File: config.mk
export PLATFORM = sky130hd
export DESIGN_NAME = dsa_ram
export DESIGN_NICKNAME = d
export VERILOG_FILES = /design/src/design/dsa_ram.sv
export SDC_FILE = /design/constraint.sdc
export NUM_CORES = 2
export LEC_CHECK = 0
export ABC_CLOCK_PERIOD_IN_PS = 10000
export BUFFER_PORTS_ARGS = -buffer_cell sky130_fd_sc_hd__buf_2
export CAP_MARGIN = 25
export CORE_ASPECT_RATIO = 0.6
export CORE_MARGIN = 2
export CORE_UTILIZATION = 32
export DETAILED_ROUTE_END_ITERATION = 8
export GPL_TIMING_DRIVEN = 0
export PLACE_DENSITY = 0.43
export SETUP_SLACK_MARGIN = 0.02
export SYNTH_ARGS = -nofsm -noshare
export SYNTH_HDL_FRONTEND = slang
export SYNTH_SLANG_ARGS = --single-unit
File: constraint.sdc
create_clock -name aclk -period 10 [get_ports aclk]
set_clock_uncertainty 0.15 [all_clocks]
set_input_delay 2 -clock aclk [delete_from_list [all_inputs] [get_ports aclk]]
set_output_delay 2 -clock aclk [all_outputs]
set_load 0.1 [all_outputs]
File: src/design/dsa_ram.sv
module dsa_ram #(
    parameter int WIDTH = 34,
    parameter int DEPTH = 64
) (
    input  logic                                   aclk,
    input  logic                                   wr_en,
    input  logic [(DEPTH > 1 ? $clog2(DEPTH) : 1)-1:0] wr_addr,
    input  logic [WIDTH-1:0]                       wr_data,
    input  logic [(DEPTH > 1 ? $clog2(DEPTH) : 1)-1:0] rd_addr,
    output logic [WIDTH-1:0]                       rd_data
);

    logic [WIDTH-1:0] mem [DEPTH];
    logic [WIDTH-1:0] rd_data_reg;

    // one write port, one registered read port
    always_ff @(posedge aclk) begin
        if (wr_en) begin
            mem[wr_addr] <= wr_data;
        end
        rd_data_reg <= mem[rd_addr];
    end

    assign rd_data = rd_data_reg;

endmodule

==> impl_metrics.ini <==
[route]
detailedRoute.firstIterationViolations = 6437
viasPerCell = 5.538
drt_wl_total_mm = 294.8
detail_route.first_pass.iterations = 5
dr_total_vias = 43500
drt_drc_violations_left = 0
detail_route.wl_per_cell_um = 37.53
drt.antenna.violating_nets = 0

[layout]
area_growth_pct = 18.65
layout-drive-gt1-share_pct = 28.67
final-instance-count-excl-fill = 7854
largest_reg_flops = 2176
nets = 4270
fill_cells = 23300

[placed_design]
buffer_ports.inserted = 74
preCtsSetupSlack_ns = 3.523
placed_cells = 7450
finalWeightedCongestion = 0.7982
dpl.hpwl_mm = 207.2

[worst_setup_path]
worst-endpoint-required_ns = 10.62
path_delay_family = buffers and inverters
crit_path_max_fanout = 10
worstRegToRegCells = 4
path_cells = buf_2 -> clkinv_1 -> buf_2 -> nor2_1 -> clkbuf_1 -> nand4_1 -> and3_1
end_kind = flip-flop
worstReg2RegStart = mem[35][32]
timing.critical_path.from_type = input pin
critical_path_most_common_cell = sky130_fd_sc_hd__buf_2
critical_path.max_stage_delay_ns = 0.79
cp_data_arrival_time_ns = 6.25
ff2ff_setup_slack_ns = 7.36
rr_endpoint = rd_data[32]
worst-path-buf-inv = 4
slowest_stage = sky130_fd_sc_hd__clkinv_1
setup.worst_path.class = input pin to flip-flop

[power]
leakagePower_nw = 30.83
max-vdd-ir-drop_mv = 0.1401
total_power_mw = 19.62
power_density_mw_per_mm2 = 197.4

[clock_tree]
htree_num_levels = 4
max-clock-path-buffers = 4
ctsResizeCount = 0
worst_skew_pair.late_latency_ns = 0.89
cts_root_buf = sky130_fd_sc_hd__clkbuf_16
cts_tree = done
holdBufCountCts = 0
number_of_sinks_driven_by_the_clock_tree = 2210
post_cts_buffers = 0
clock_buffers_created_by_tritoncts = 216
path_clk_slew_ns = 0.07

[yosys]
synthCells = 3744
number_of_enable_type_register_cells_in_the_synthesized_netlist = 2176
synth_seq_cells = 2210
syn-mean-instance-area_um2 = 22.38
post_synth_most_frequent_cells = sky130_fd_sc_hd__edfxtp_1 (2176), sky130_fd_sc_hd__mux4_2 (472), sky130_fd_sc_hd__mux2i_1 (150)
synthesis.nets = 3792
netlist.area_leader.share_pct = 78.00
synth.top_cells.by_area = sky130_fd_sc_hd__edfxtp_1 (78%), sky130_fd_sc_hd__mux4_2 (13%), sky130_fd_sc_hd__mux2i_1 (1.8%)
dominant_cell_by_count_in_the_synthesized_netlist = sky130_fd_sc_hd__edfxtp_1
synth_warnings = 0
mappedNetlistArea_mm2 = 0.08377
yosys.area.top_type = sky130_fd_sc_hd__edfxtp_1
postSynth.topFlopCell = sky130_fd_sc_hd__edfxtp_1
netlist-cell-type-count = 41
synth-async-reset-ratio_pct = 0
synth-seq-area-share_pct = 78.81

[grt]
grt_first_pass_wirelength_mm = 389.9
met1_usage_pct = 36.44
global_route.usage.met3_pct = 6.022
grt.met2_usage_pct = 27.63
number_of_antenna_violations_at_the_first_check_in_global_routing = 33
grt_max_degree = 65
grt_most_used_layer = met1
grt-ovfl-total = 0
vias_in_the_first_global_route = 41350
grt_util_all_layers_pct = 21.80

[sta]
timing.final.max_slew_violations = 0
grt_setup_unrepaired = no
timing.final.setup_violations = 0
finalHoldViolCount = 0
post-route-worst-setup-slack_ns = 4.370
timing.max_slew.rel_slack_pct = 22.59
final_period_minus_worst_setup_slack_ns = 5.630
final.period_utilization_pct = 56.30
maxClockFrequency_mhz = 177.6
tightestPinTransition_ns = 1.161

[die]
fp.dieH_um = 400.3
die_area_mm2 = 0.2660
placeableCoreArea_mm2 = 0.2603
initial_utilization_pct = 32.18
dieWidth_um = 664.5
top_level_ports = 82
fp-row-count = 145

[worst_hold_path]
min-delay-path-class = flip-flop to flip-flop
min_path_cells = 5
whs_endpoint = rd_data[7]
worst_hold_startpoint = mem[25][7]

[run]
max-cap-violations = 0

[run_status]
status = complete, no violations
## report_power, final
| group | total [mW] | internal, mW | leakage [nW] | switching (mW) |
|---|---|---|---|---|
| clock | 7.99 | 4.37 | 3.26 | 3.63 |
| sequential | 10.3 | 10.2 | 19.9 | 0.0197 |
| combinational | 1.36 | 0.386 | 7.71 | 0.976 |
## per-stage QoR
stage	utilization (%)	hold WS, ns	setup TNS [ns]	instance area, um2
after floorplan	-	0.6219	0	83770
after global placement	33.98	0.7815	-5.507	88470
after detailed placement	35.58	0.7838	0	92620
after CTS	38.13	0.7659	0	99260
after global routing	38.17	0.8681	0	99380
final	38.18	0.7532	0	99400
## per-layer routing
layer,part of all wire [%],vias up
li1,-,16940
met1,49,24010
met2,38,2207
met3,10,323
met4,1.9,20
met5,0.047,-
## worst max path at each step
stage	to	depth (start not counted)	slack (ns)	start
2_1_floorplan	mem[48][0]	4	4.55	wr_addr[3]
3_3_place_gp	mem[49][33]	3	-0.18	wr_addr[4]
3_5_place_dp	rd_data[3]	8	3.52	rd_addr[3]
4_1_cts	rd_data[18]	7	4.51	rd_addr[5]
5_1_grt	rd_data[18]	7	4.42	rd_addr[5]
6_report	rd_data[18]	7	4.37	rd_addr[5]
## worst min-delay path: stages, from the launching register on
cell and delay (ns):
sky130_fd_sc_hd__edfxtp_1 0.32, sky130_fd_sc_hd__mux4_2 0.22, sky130_fd_sc_hd__nand2_1 0.05, sky130_fd_sc_hd__nand3_1 0.11, sky130_fd_sc_hd__o21ai_0 0.10, sky130_fd_sc_hd__a21oi_1 0.11
## area by class of cell
type	instances	area [um2]	area share, %
Inverter	1	3.754	0.003776
Sequential cell	2210	66020	66.42
Buffer	214	1145	1.152
Clock buffer	266	5697	5.731
Timing Repair Buffer	260	4158	4.183
Tap cell	3454	4322	4.348
Multi-Input combinational cell	1319	17090	17.19
Antenna cell	5	12.51	0.01259
Clock inverter	125	945.9	0.9516
## layout by cell type, fill, tap and decap left out, types with 6 or more instances in the layout
cell type and n:
sky130_fd_sc_hd__edfxtp_1 2176, sky130_fd_sc_hd__mux4_2 472, sky130_fd_sc_hd__clkbuf_16 219, sky130_fd_sc_hd__mux2i_1 150, sky130_fd_sc_hd__buf_2 139, sky130_fd_sc_hd__clkbuf_1 128, sky130_fd_sc_hd__buf_12 119, sky130_fd_sc_hd__o22ai_1 85
sky130_fd_sc_hd__nand2_1 80, sky130_fd_sc_hd__nand3_1 69, sky130_fd_sc_hd__nor2_4 62, sky130_fd_sc_hd__clkinv_1 55, sky130_fd_sc_hd__a22oi_1 55, sky130_fd_sc_hd__mux2_2 54, sky130_fd_sc_hd__nand4_1 46, sky130_fd_sc_hd__clkinv_2 44
sky130_fd_sc_hd__o221ai_1 39, sky130_fd_sc_hd__buf_16 35, sky130_fd_sc_hd__dfxtp_1 34, sky130_fd_sc_hd__buf_8 27, sky130_fd_sc_hd__buf_6 26, sky130_fd_sc_hd__nor2_1 25, sky130_fd_sc_hd__a221o_1 24, sky130_fd_sc_hd__nor2b_1 23
sky130_fd_sc_hd__a211oi_1 22, sky130_fd_sc_hd__buf_1 20, sky130_fd_sc_hd__buf_4 18, sky130_fd_sc_hd__a21oi_1 17, sky130_fd_sc_hd__bufinv_16 13, sky130_fd_sc_hd__and3_1 12, sky130_fd_sc_hd__o22a_1 10, sky130_fd_sc_hd__o211ai_1 10
sky130_fd_sc_hd__a311o_1 10, sky130_fd_sc_hd__o21ai_0 10, sky130_fd_sc_hd__nand2b_1 9, sky130_fd_sc_hd__clkinvlp_4 6
## kinds of logic after synthesis
group | Yosys count | synth area share (%)
compound gates | 297 | 2.645
buf+inv | 215 | 1.362
flops | 2210 | 78.81
mux | 676 | 15.21
simple gates | 346 | 1.974
Power figures use the tool's default switching activity.
